$ cat src/rtl/gwc_pkg.sv
// Shared types and constants for the gaussian window convolver.
`default_nettype none

package gwc_pkg;

  // Fixed field widths
  localparam int CH_W        = 8;
  localparam int PIX_W       = 3 * CH_W;
  localparam int POS_W       = 11;
  localparam int COEF_IDX_W  = 9;
  localparam int COEF_VAL_W  = 16;
  localparam int IN_DATA_W   = 56;
  localparam int OUT_DATA_W  = 48;
  localparam int CFG_IDX_W   = 2;
  localparam int CFG_DATA_W  = 12;
  localparam int RAD_W       = 4;
  localparam int HEIGHT_W    = 11;
  localparam int MAX_HEIGHT  = 2048;

  // Register indexes
  localparam logic [CFG_IDX_W-1:0] REG_WIDTH  = 2'd0;
  localparam logic [CFG_IDX_W-1:0] REG_HEIGHT = 2'd1;
  localparam logic [CFG_IDX_W-1:0] REG_RADIUS = 2'd2;

  // Register reset values
  localparam logic [CFG_DATA_W-1:0] WIDTH_RST  = 12'd800;
  localparam logic [CFG_DATA_W-1:0] HEIGHT_RST = 12'd600;
  localparam logic [RAD_W-1:0]      RADIUS_RST = 4'd9;

  // Input item kinds (tuser)
  localparam logic KIND_COEF  = 1'b0;
  localparam logic KIND_PIXEL = 1'b1;

  // Window sequencer states
  typedef enum logic [1:0] {
    ST_IDLE,
    ST_ISSUE,
    ST_DRAIN,
    ST_FINISH
  } state_t;

  // Control from sequencer to MAC unit
  typedef struct packed {
    logic clr;
    logic en;
  } mac_ctl_t;

endpackage

`default_nettype wire

$ cat src/rtl/gwc_mac.sv
// Three-channel multiply-accumulate unit with round and saturate.
`default_nettype none

module gwc_mac #(
  parameter int WEIGHT_BITS = 16,
  parameter int ACC_W       = 33
) (
  input  wire logic                      clk,
  input  wire logic                      rst,
  input  wire gwc_pkg::mac_ctl_t         ctl,
  input  wire logic [gwc_pkg::PIX_W-1:0] pix,
  input  wire logic [WEIGHT_BITS-1:0]    wt,
  output logic                           pending,
  output logic      [gwc_pkg::CH_W-1:0]  blue,
  output logic      [gwc_pkg::CH_W-1:0]  green,
  output logic      [gwc_pkg::CH_W-1:0]  red
);

  import gwc_pkg::*;

  localparam int PROD_W = CH_W + WEIGHT_BITS;

  logic [PROD_W-1:0] prod_b, prod_g, prod_r;
  logic [ACC_W-1:0]  acc_b, acc_g, acc_r;

  // Round half up at the weight point, then clip to 8 bits
  function automatic logic [CH_W-1:0] round_sat(input logic [ACC_W-1:0] a);
    logic [ACC_W:0] s;
    logic [ACC_W:0] hi;
    s  = {1'b0, a} + (ACC_W + 1)'(1 << (WEIGHT_BITS - 1));
    hi = s >> WEIGHT_BITS;
    if (hi > (ACC_W + 1)'(255)) begin
      round_sat = '1;
    end else begin
      round_sat = hi[CH_W-1:0];
    end
  endfunction

  // Product stage
  always_ff @(posedge clk) begin
    prod_b <= PROD_W'(pix[CH_W-1:0]) * PROD_W'(wt);
    prod_g <= PROD_W'(pix[2*CH_W-1:CH_W]) * PROD_W'(wt);
    prod_r <= PROD_W'(pix[3*CH_W-1:2*CH_W]) * PROD_W'(wt);
  end

  always_ff @(posedge clk) begin
    if (rst) begin
      pending <= 1'b0;
    end else begin
      pending <= ctl.en;
    end
  end

  // Accumulate stage
  always_ff @(posedge clk) begin
    if (ctl.clr) begin
      acc_b <= '0;
      acc_g <= '0;
      acc_r <= '0;
    end else if (pending) begin
      acc_b <= acc_b + ACC_W'(prod_b);
      acc_g <= acc_g + ACC_W'(prod_g);
      acc_r <= acc_r + ACC_W'(prod_r);
    end
  end

  assign blue  = round_sat(acc_b);
  assign green = round_sat(acc_g);
  assign red   = round_sat(acc_r);

endmodule

`default_nettype wire
$ cat config.mk
export PLATFORM = sky130hd
export DESIGN_NAME = gwc_mac
export DESIGN_NICKNAME = d
export VERILOG_FILES = /design/src/rtl/gwc_pkg.sv /design/src/rtl/gwc_mac.sv
export SDC_FILE = /design/constraint.sdc
export NUM_CORES = 1
export LEC_CHECK = 0
export BUFFER_PORTS_ARGS = -buffer_cell sky130_fd_sc_hd__buf_2
export CAP_MARGIN = 20
export CORE_ASPECT_RATIO = 1.5
export CORE_MARGIN = 2
export CORE_UTILIZATION = 35
export CTS_CLUSTER_SIZE = 40
export DETAILED_ROUTE_END_ITERATION = 10
export GPL_TIMING_DRIVEN = 0
export HOLD_SLACK_MARGIN = 0.03
export PLACE_DENSITY = 0.55
export RECOVER_POWER = 50
export SYNTH_ARGS = -nofsm -noshare
export SYNTH_HDL_FRONTEND = slang
export SYNTH_SLANG_ARGS = --single-unit
$ cat constraint.sdc
create_clock -name clk -period 9 [get_ports clk]
set_input_delay 1.35 -clock clk [delete_from_list [all_inputs] [get_ports clk]]
set_output_delay 1.35 -clock clk [all_outputs]
set_load 0.005 [all_outputs]
==> results by group, run 1 <==
Timing
  • Slew headroom: 27.8%
  • Setup tns final: 0 ps
  • # setup viols final: 0
  • Fmax: 143 MHz
  • Tmin final: 7000 ps
  • Post-route worst setup slack: 2000 ps
  • Max Transition Viols Final: 0
  • Slew @ Worst Pin: about 1100 ps
  • RSZ-0062 raised after global routing: false
  • Tcrit/Tclk final: 77.8%
  • Hold Fails Final Rpt: 0
  • Fin Clk Skew: 9.98 ps

Synthesis
  • Syn. warnings: 0
  • Post-synth EDFFs: 0
  • Mapped Area: 21800 um^2
  • Post-synthesis net count: 3055
  • Post-synth cell types: 80
  • Synthesis-stage register bit count: 172
  • Top post-synthesis cells by count: 331 x and2_1, 330 x inv_1, 255 x fa_1, 207 x ha_1, 197 x nand2_1
  • Synth top area cells: fa_1 23%, dfxtp_1 16%, ha_1 12%
  • Synth top area share: between 20% and 30%
  • Main synth FF type: dfxtp_1
  • Ys async rst share: 0%
  • Gate Count Post-Synth: between 2000 and 3000
  • Area leader, netlist: fa_1
  • Count leader, synth: and2_1
  • Seq/Total Area, Yosys: between 10% and 20%
  • Post-Syn Area per Cell: around 8.6 um^2

Placement
  • Dpl ws: 1600 ps
  • Placed Area: 23200 um^2
  • Detailed Place HPWL: 51500 um
  • Port Buffers: 67
  • GPL Wtd Cong: 0.887

GRT
  • Vias in the first global route: between 15000 and 20000
  • First-pass GRT wire length: 97800 um
  • Gr ovfl total: 0
  • Pin count of the biggest net entering global routing: 17
  • GRT Total Usage: roughly a fifth
  • Initial antenna violation count: 3

Clock network
  • Worst-Skew Late Latency: 450 ps
  • CTS Buf Count: 17
  • CTS tree: yes
  • Post-CTS Setup Bufs: 0
  • Hold_buf cts: 0
  • Clock Sinks: 172
  • Clk buf depth: 2
  • Clk root buf: clkbuf_16
  • H-tree depth: 4
  • Post-cts gate resize count: 0
  • Worst-path clk slew: 70 ps

Finish
  • Multi-input logic area: 16700 um^2
  • Fin area: 23700 um^2
  • FILL cells: 6291
  • Register area: around 3400 um^2
  • NumNets Final: 3141
  • Share of cells above drive strength 1: 4.84%
  • Layout area overhead: 8.52%

Worst setup path
  • Crit-path slowest cell: a2111oi_0
  • R2R cell count: 9
  • Crit start category: input port
  • Worst-path fanout max: 10
  • Critical path class: input port to flip-flop
  • CP Cell Sequence: clkbuf_1, clkbuf_1, nand2_1, fa_1, fa_1, inv_1, fa_1, inv_1, fa_1, inv_1, ha_1, a21oi_1, nor3b_1, a21boi_0, o21ai_0, nand2_1, a221o_1, mux2i_1, a2111oi_0
  • Endpoint type of the worst setup path: flip-flop
  • CP startpoint: wt[1]
  • CP max stage delay: 610 ps
  • CP arrival: about 7300 ps
  • Worst r2r src: acc_r[3]$_SDFFE_PP0P_
  • Worst Setup EP: prod_b[23]$_DFF_P_
  • Reg-to-reg slack, setup: 5300 ps
  • Worst EP required: 9280 ps
  • Reg2reg end: acc_r[31]$_SDFFE_PP0P_
  • Most frequent CP cell: fa_1

Floorplanning
  • I/O pin total: 69
  • Die height: 310 um
  • Initial core utilization: 35.3%
  • Die Span X: 208 um
  • Die area: 64500 um^2
  • Core Rows: 112
  • Core ar.: 61900 um^2

Power and ir drop
  • PD cells: ~260 nW/um^2
  • VDD IR max: 0.141 mV
  • Leak: 11.2 nW

Job
  • Maxcap violations: 0

Detailed routing
  • WL/cell: 17.7 um
  • Post-Route WL: 61100 um
  • Vias per cell: 5.12
  • Routed Antenna Nets: 0
  • Pre-antenna DRT Iters: 7
  • Routed via count: 17600
  • First DRT Iteration DRCs: 804
  • # DRC: 0

Status
  • Outcome: complete, no violations

Hold path
  • Path type of the worst min-delay path: flip-flop to flip-flop
  • Hold Crit Start: acc_b[9]$_SDFFE_PP0P_
[worst min-delay path by stage]
stage                     slack [ps]  cells after the start                     end
after floorplan                  430                      2  acc_b[10]$_SDFFE_PP0P_
after global placement           450                      2   acc_g[9]$_SDFFE_PP0P_
after detailed placement         460                      2   acc_b[9]$_SDFFE_PP0P_
after CTS                        470                      2   acc_b[9]$_SDFFE_PP0P_
after global routing             510                      2   acc_b[9]$_SDFFE_PP0P_
final                            470                      2   acc_b[9]$_SDFFE_PP0P_
[worst max-delay path, delay by kind of cell]
family	cells	cell delay (ps)
adder cells (fa/ha/maj)	5	2450
AO/OA/AOI/OAI	5	1660
buffers and inverters	5	1050
AND/OR/NAND/NOR	3	570
multiplexers	1	160
[per-layer routing]
layer	track usage (%)	vias to the layer above	share of wire [%]
met4	9.42	2	4.6
li1	-	8539	-
met1	20.9	8608	39
met2	37.0	356	53
met3	1.75	136	2.9
met5	0	-	0.021
[kinds of logic (layout without fill, tap and decap cells)]
logic type	count (synthesis)	after routing	share of synthesized area, %
simple gates	857	857	20.6
fa+ha+maj	462	462	35.2
compound gates	462	462	13.9
buf+inv	426	524	7.56
flops	172	172	15.8
xor+xnor	142	142	5.69
mux	28	28	1.31
other cells	0	1	0
[sequential cells by signal, indices dropped and copies added, names as in the netlist]
| signal | flops |
|---|---|
| acc_b | 33 |
| prod_r | 24 |
| pending | 1 |
| acc_r | 33 |
| acc_g | 33 |
| prod_b | 24 |
| prod_g | 24 |
[metrics by stage]
stage | instances | hold slack (ps) | utilization (%) | power, W
4_1_cts | 3445 | 472 | 38.4 | 0.00626
2_1_floorplan | 2549 | 429 | - | 0.00441
3_5_place_dp | 3414 | 456 | 37.4 | 0.00548
3_3_place_gp | 3414 | 453 | 37.4 | 0.00541
6_report | 3446 | 472 | 38.3 | 0.00620
5_1_grt | 3446 | 506 | 38.3 | 0.00683
[cell type report]
type | instances | share of cell area, %
multi-input cells | 1951 | 70.5
flip-flops and latches | 172 | 14.5
inverters | 330 | 5.22
well taps | 798 | 4.21
clock buffers | 19 | 1.91
plain buffers | 96 | 1.66
repair buffers | 67 | 1.40
clock inverters | 12 | 0.538
diodes | 1 | 0.0106
[power breakdown]
part           internal, W  total (W)  switching, W
combinational      0.00182    0.00427       0.00245
sequential         0.00102    0.00119      0.000165
clock             0.000402   0.000741      0.000339
total              0.00325    0.00620       0.00295
[placed cells by master, fill, tap and decap left out, types with 20 or more instances in the layout]
cell and n:
o21ai_0 92, a21o_1 47, nor2b_1 22, ha_1 207, nor2_1 146, a21oi_1 131, nand2_1 197, xnor2_1 84
a31oi_1 22, o21a_1 23, and2_1 326, xor2_1 58, inv_1 330, mux2i_1 23, fa_1 255, nand3_1 44
a211oi_1 27, clkbuf_1 93, dfxtp_1 172, nand2b_1 20, buf_2 65
(Power assumes the default switching activity.)
==> inputs of run 2 (changes only) <==
--- a/config.mk
+++ b/config.mk
@@ -5,6 +5,7 @@
 export SDC_FILE = /design/constraint.sdc
 export NUM_CORES = 1
 export LEC_CHECK = 0
+export ABC_AREA = 1
 export BUFFER_PORTS_ARGS = -buffer_cell sky130_fd_sc_hd__buf_2
 export CAP_MARGIN = 20
 export CORE_ASPECT_RATIO = 1.5
==> constraint.sdc (replaced) <==
create_clock -name clk -period 7.2 [get_ports clk]
set_input_delay 1.08 -clock clk [delete_from_list [all_inputs] [get_ports clk]]
set_output_delay 1.08 -clock clk [all_outputs]
set_load 0.005 [all_outputs]
==> run 2 against run 1 <==
  * Final area grew 19%
  * Clock skew rose by 8.7 ps
  * Non-clock buffer count fell by 6
  * Hold slack improved by 43 ps
  * Synthesized cell count up 64%
  * Sequential cell count is the same
  * Power grew 36%
  * Global-route usage is 1.7 points higher
  * Combinational power grew 39%
  * Critical path depth fell by 1
  * Die area up 19%
  * Core utilization about the same
==> results by group, run 2 <==
Status
  • Outcome: complete, no violations

Synthesis
  • Post-Syn Area per Cell: 6.26 um^2
  • Top post-synthesis cells by count: 1234 x nand2_1, 1118 x inv_1, 339 x nor2_1, 255 x fa_1, 207 x ha_1
  • Post-synth EDFFs: 0
  • Gate Count Post-Synth: 4174
  • Synth top area cells: fa_1 20%, nand2_1 18%, inv_1 16%
  • Synth top area share: 19.5%
  • Synthesis-stage register bit count: 172
  • Area leader, netlist: fa_1
  • Syn. warnings: 0
  • Main synth FF type: dfxtp_1
  • Post-synth cell types: 43
  • Post-synthesis net count: 4680
  • Ys async rst share: 0%
  • Mapped Area: 26100 um^2
  • Seq/Total Area, Yosys: a little over an eighth
  • Count leader, synth: nand2_1

Worst setup path
  • Crit-path slowest cell: clkbuf_1
  • CP Cell Sequence: clkbuf_1, clkbuf_1, nand2_1, fa_1, fa_1, inv_1, fa_1, inv_1, fa_1, inv_1, ha_1, a21oi_1, a21boi_1, o21ai_0, nand3_1, nand2_1, nand2_1, nand2_1
  • Critical path buffers and inverters: 5
  • Endpoint type of the worst setup path: flip-flop
  • CP max stage delay: 560 ps
  • Reg2reg end: acc_b[18]$_SDFFE_PP0P_
  • Critical path class: input port to flip-flop
  • Reg-to-reg slack, setup: approximately 4600 ps
  • Delay-heaviest family, CP: adder cells
  • Crit start category: input port
  • Worst-path fanout max: 10
  • Worst r2r src: pending$_SDFF_PP0_
  • Worst EP required: 7610 ps
  • R2R cell count: 6
  • CP arrival: roughly 6000 ps

Clock network
  • Clk root buf: clkbuf_16
  • Post-CTS Setup Bufs: 0
  • Post-cts gate resize count: 0
  • Worst-path clk slew: 70 ps
  • CTS Buf Count: 25
  • Worst-Skew Late Latency: 510 ps
  • Hold_buf cts: 0
  • CTS tree: yes
  • Clock Sinks: between 150 and 200
  • Clk buf depth: 3
  • H-tree depth: 4

Placement
  • GPL Wtd Cong: 0.932
  • Detailed Place HPWL: 67500 um
  • Port Buffers: 43

Finish
  • Most frequent cells in the layout: 1234 x nand2_1, 1118 x inv_1, 339 x nor2_1, 255 x fa_1, 207 x ha_1
  • Most common cell after layout, fill and taps aside: nand2_1
  • Share of cells above drive strength 1: under 10%
  • Biggest regs: acc_b x33, acc_g x33, acc_r x33
  • Layout area overhead: 8.33%
  • Final core utilization: 38.3%
  • NumNets Final: approximately 4800

Detailed routing
  • Routed Antenna Nets: 0
  • Met3 WL post-DR: around 2300 um
  • Met1 wire length: between 30000 and 40000 um
  • Pre-antenna DRT Iters: 5
  • WL/cell: 15.1 um
  • Post-Route WL: roughly 79000 um
  • Routed via count: 24000
  • # DRC: 0
  • First DRT Iteration DRCs: 1234
  • Vias per cell: ~4.6
  • Max Used Layer: met4
  • Routed wl met2: 41000 um

Timing
  • Setup tns final: 0 ps
  • Tcrit/Tclk final: 77.6%
  • # setup viols final: 0
  • Fin Clk Skew: roughly 19 ps
  • Tmin final: 5590 ps
  • Slew headroom: 30.4%
  • Slew @ Worst Pin: about 1000 ps
  • Max Transition Viols Final: 0
  • Fmax: 179 MHz
  • RSZ-0062 raised after global routing: false
  • Hold Fails Final Rpt: 0

Power and ir drop
  • PD cells: 298 nW/um^2
  • Leak: 17.4 nW
  • VDD IR max: around 0.16 mV

GRT
  • GRT Total Usage: 20.9%
  • Gr ovfl total: 0
  • Vias in the first global route: between 20000 and 25000
  • Initial antenna violation count: 2
  • Pin count of the biggest net entering global routing: 18
  • First-pass GRT wire length: 126000 um

Job
  • Maxcap violations: 0

Hold path
  • Path type of the worst min-delay path: flip-flop to flip-flop
  • Hold Crit Start: acc_g[0]$_SDFFE_PP0P_
  • Worst Hold Endpoint: acc_g[0]$_SDFFE_PP0P_
  • Worst Hold Depth: 2

Floorplanning
  • Core ar.: 73900 um^2
  • Die area: 76900 um^2
  • Core Rows: 122
  • Die Span X: 227 um
  • Initial core utilization: 35.4%
  • I/O pin total: about 70
  • Die height: approximately 340 um
[run 2: cell type report]
type	instances	area, um^2
diodes	1	2.50
fillers	8216	45600
repair buffers	43	211
clock inverters	5	82.6
plain buffers	114	443
flip-flops and latches	172	3440
well taps	992	1240
clock buffers	27	643
inverters	1122	4210
multi-input cells	2766	18000
[run 2: worst max-delay path by stage]
| stage | from | end | slack, ps | cells after the start |
|---|---|---|---|---|
| floorplan | pix[15] | prod_g[19]$_DFF_P_ | 2000 | 19 |
| global placement | pix[18] | prod_r[12]$_DFF_P_ | 1200 | 18 |
| global route | wt[1] | prod_g[19]$_DFF_P_ | 1210 | 19 |
| finish | wt[1] | prod_b[18]$_DFF_P_ | 1610 | 18 |
| detailed placement | pix[18] | prod_r[12]$_DFF_P_ | 1220 | 18 |
| CTS | pix[18] | prod_r[12]$_DFF_P_ | 1770 | 18 |
[run 2: logic make-up after synthesis]
kind of cell	count (synthesis)	share of synthesized area, %
buffers and inverters	1236	17.8
adder cells (fa/ha/maj)	462	29.5
AND/OR/NAND/NOR	1900	29.8
AO/OA/AOI/OAI	293	5.99
flip-flops	172	13.2
XOR/XNOR	111	3.72
[run 2: tightest hold or removal path: cells and delay by family (launching register included)]
| family | cells | cell delay [ps] |
|---|---|---|
| AO/OA/AOI/OAI | 1 | 80 |
| flip-flops | 1 | 320 |
| AND/OR/NAND/NOR | 1 | 80 |
[run 2: power by group]
| group | internal, W | leakage [nW] | total (W) | switching, W |
|---|---|---|---|---|
| clock network | 0.000702 | 0.345 | 0.00112 | 0.000422 |
| logic | 0.00208 | 15.7 | 0.00592 | 0.00384 |
| registers | 0.00124 | 1.43 | 0.00139 | 0.000156 |
| total | 0.00402 | 17.4 | 0.00843 | 0.00441 |
[run 2: metrics by stage]
| stage | total power [W] | hold WS [ps] | std cells | setup WS (ps) | area (um^2) |
|---|---|---|---|---|---|
| floorplan | 0.00572 | 467 | 4174 | 2000 | 26100 |
| global placement | 0.00728 | 482 | 5209 | 1200 | 27600 |
| detailed placement | 0.00731 | 503 | 5209 | 1220 | 27600 |
| CTS | 0.00849 | 518 | 5241 | 1770 | 28300 |
| global route | 0.00937 | 552 | 5242 | 1210 | 28300 |
| finish | 0.00843 | 514 | 5242 | 1610 | 28300 |
[run 2: layer usage]
layer / up-vias / track usage (%)
met4: 0 / 8.86
met5: - / 0
met1: 11000 / 24.0
met3: 142 / 1.63
li1: 12400 / -
met2: 483 / 39.1
==> inputs of run 3 (changes only) <==
--- a/config.mk
+++ b/config.mk
@@ -15,7 +15,7 @@
 export DETAILED_ROUTE_END_ITERATION = 10
 export GPL_TIMING_DRIVEN = 0
 export HOLD_SLACK_MARGIN = 0.03
-export PLACE_DENSITY = 0.55
+export PLACE_DENSITY = 0.57
 export RECOVER_POWER = 50
 export SYNTH_ARGS = -nofsm -noshare
 export SYNTH_HDL_FRONTEND = slang
==> constraint.sdc (replaced) <==
create_clock -name clk -period 4.67 [get_ports clk]
set_input_delay 0.7005 -clock clk [delete_from_list [all_inputs] [get_ports clk]]
set_output_delay 0.7005 -clock clk [all_outputs]
set_load 0.005 [all_outputs]
==> run 3 against run 2 <==
  * Sequential cell count did not move
  * Global-route usage rose by 0.20 points
  * Non-clock buffer count fell by 1
  * Routed wire length barely moved
  * Cell count did not move
  * Hold slack got worse by 170 ps
  * Power rose by 56%
  * Combinational power rose by 55%
  * Largest cell class unchanged
==> results by group, run 3 (synthesis results as in run 2) <==
Placement
  • GPL Wtd Cong: 0.936
  • Placed Area: approximately 28000 um^2
  • Placed Cells: 5209
  • Detailed Place HPWL: 67500 um
  • Port Buffers: 43

Timing
  • Tcrit/Tclk final: 97.1%
  • Max Transition Viols Final: 0
  • Fin Clk Skew: 17.5 ps
  • Hold Fails Final Rpt: 0
  • Tmin final: around 4500 ps
  • Fmax: 220 MHz
  • Worst hold slack: 345 ps
  • Slew @ Worst Pin: between 1000 and 1500 ps
  • # setup viols final: 0
  • Slew headroom: 30.7%

Floorplanning
  • Core Rows: 122
  • Die Span X: approximately 230 um
  • Die height: 339 um
  • Initial core utilization: 35.4%
  • Core ar.: 73900 um^2
  • Die area: a little under 80000 um^2
  • I/O pin total: 69

Finish
  • Layout Cells excl Fill: ~5200
  • Most frequent cells in the layout: 1234 x nand2_1, 1118 x inv_1, 338 x nor2_1, 255 x fa_1, 207 x ha_1
  • Biggest regs: acc_b x33, acc_g x33, acc_r x33
  • Register area: 3440 um^2
  • NumNets Final: 4749
  • Most common cell after layout, fill and taps aside: nand2_1
  • FILL cells: 8206
  • Fin area: between 20000 and 30000 um^2
  • Multi-input logic area: 18100 um^2
  • Share of cells above drive strength 1: 4.42%
  • Layout area overhead: 9.14%

Worst setup path
  • Crit start category: input port
  • Endpoint type of the worst setup path: flip-flop
  • CP arrival: 4940 ps
  • R2R cell count: 6
  • Critical path class: input port to flip-flop
  • Worst EP required: about 5100 ps
  • Worst-path fanout max: 10

Job
  • Maxcap violations: 0

Detailed routing
  • WL/cell: 15.1 um
  • Routed via count: 24000
  • Routed Antenna Nets: 0
  • Vias per cell: 4.58
  • First DRT Iteration DRCs: 1202
  • Post-Route WL: 79300 um
  • Pre-antenna DRT Iters: 7
  • # DRC: 0

Clock network
  • Worst-path clk slew: 70 ps
  • Worst-Skew Late Latency: roughly 500 ps
  • CTS tree: yes
  • Clock Sinks: 172
  • Hold_buf cts: 0
  • H-tree depth: 4
  • CTS Buf Count: 25
  • Clk buf depth: 3
  • Post-CTS Setup Bufs: 0
  • Post-cts gate resize count: 50
  • Clk root buf: clkbuf_16

Hold path
  • Path type of the worst min-delay path: input port to flip-flop
  • Worst Hold Depth: 2

Status
  • Outcome: complete, no violations

GRT
  • Vias in the first global route: 24300
  • First-pass GRT wire length: 127000 um
  • Pin count of the biggest net entering global routing: 19
  • Gr ovfl total: 0
  • Initial antenna violation count: 1
  • GRT Total Usage: 21.1%

Power and ir drop
  • Leak: between 15 and 20 nW
  • Final Power: between 0.01 and 0.015 W
  • PD cells: 461 nW/um^2
  • VDD IR max: 0.224 mV
[run 3: path summary, 6_finish.rpt]
path                                       startpoint                     end  slack [ps]
worst max-delay path                           wt[13]      prod_b[22]$_DFF_P_         130
worst min-delay path                              rst      pending$_SDFF_PP0_         350
worst max register to register     pending$_SDFF_PP0_  acc_b[18]$_SDFFE_PP0P_        2070
worst min register to register  acc_b[0]$_SDFFE_PP0P_   acc_b[0]$_SDFFE_PP0P_         500
[run 3: power breakdown]
part | switching, W | total [W] | internal, W
logic | 0.00594 | 0.00918 | 0.00324
clock network | 0.000654 | 0.00181 | 0.00116
registers | 0.000233 | 0.00214 | 0.00191
total | 0.00683 | 0.0131 | 0.00630
[run 3: cell type report]
class                      count  area share (%)
antenna                        1         0.00878
buffer                       113            2.05
clock buffer                  29            2.32
clock inverter                 4           0.347
inverter                    1122            14.8
multi-input combinational   2766            63.3
sequential                   172            12.1
tap                          992            4.35
timing repair buffer          43           0.750
[run 3: critical path: stages]
cell and delay (ps):
buf_2 160, clkbuf_2 400, nand2_1 140, fa_1 530
fa_1 510, inv_1 60, fa_1 530, inv_1 60
fa_1 520, inv_1 40, ha_1 370, a21oi_1 250
o21ai_0 170, a21oi_1 220, nand3_1 110, xor2_1 160
[run 3: metrics by stage]
| stage | setup WS [ps] | setup TNS [ps] | util [%] |
|---|---|---|---|
| floorplan | 16.2 | 0 | - |
| global placement | -930 | -30490 | 37.3 |
| detailed placement | -899 | -31140 | 37.3 |
| CTS | 1.81 | 0 | 38.5 |
| global route | -12.3 | -27.5 | 38.6 |
| finish | 134 | 0 | 38.6 |
[run 3: layer usage]
| metal | vias up | global-route usage [%] | share of wire (%) |
|---|---|---|---|
| li1 | 12400 | - | - |
| met3 | 162 | 1.91 | 2.9 |
| met1 | 11000 | 23.8 | 40 |
| met5 | - | 0 | 0 |
| met2 | 468 | 39.0 | 51 |
| met4 | 0 | 10.7 | 5.4 |
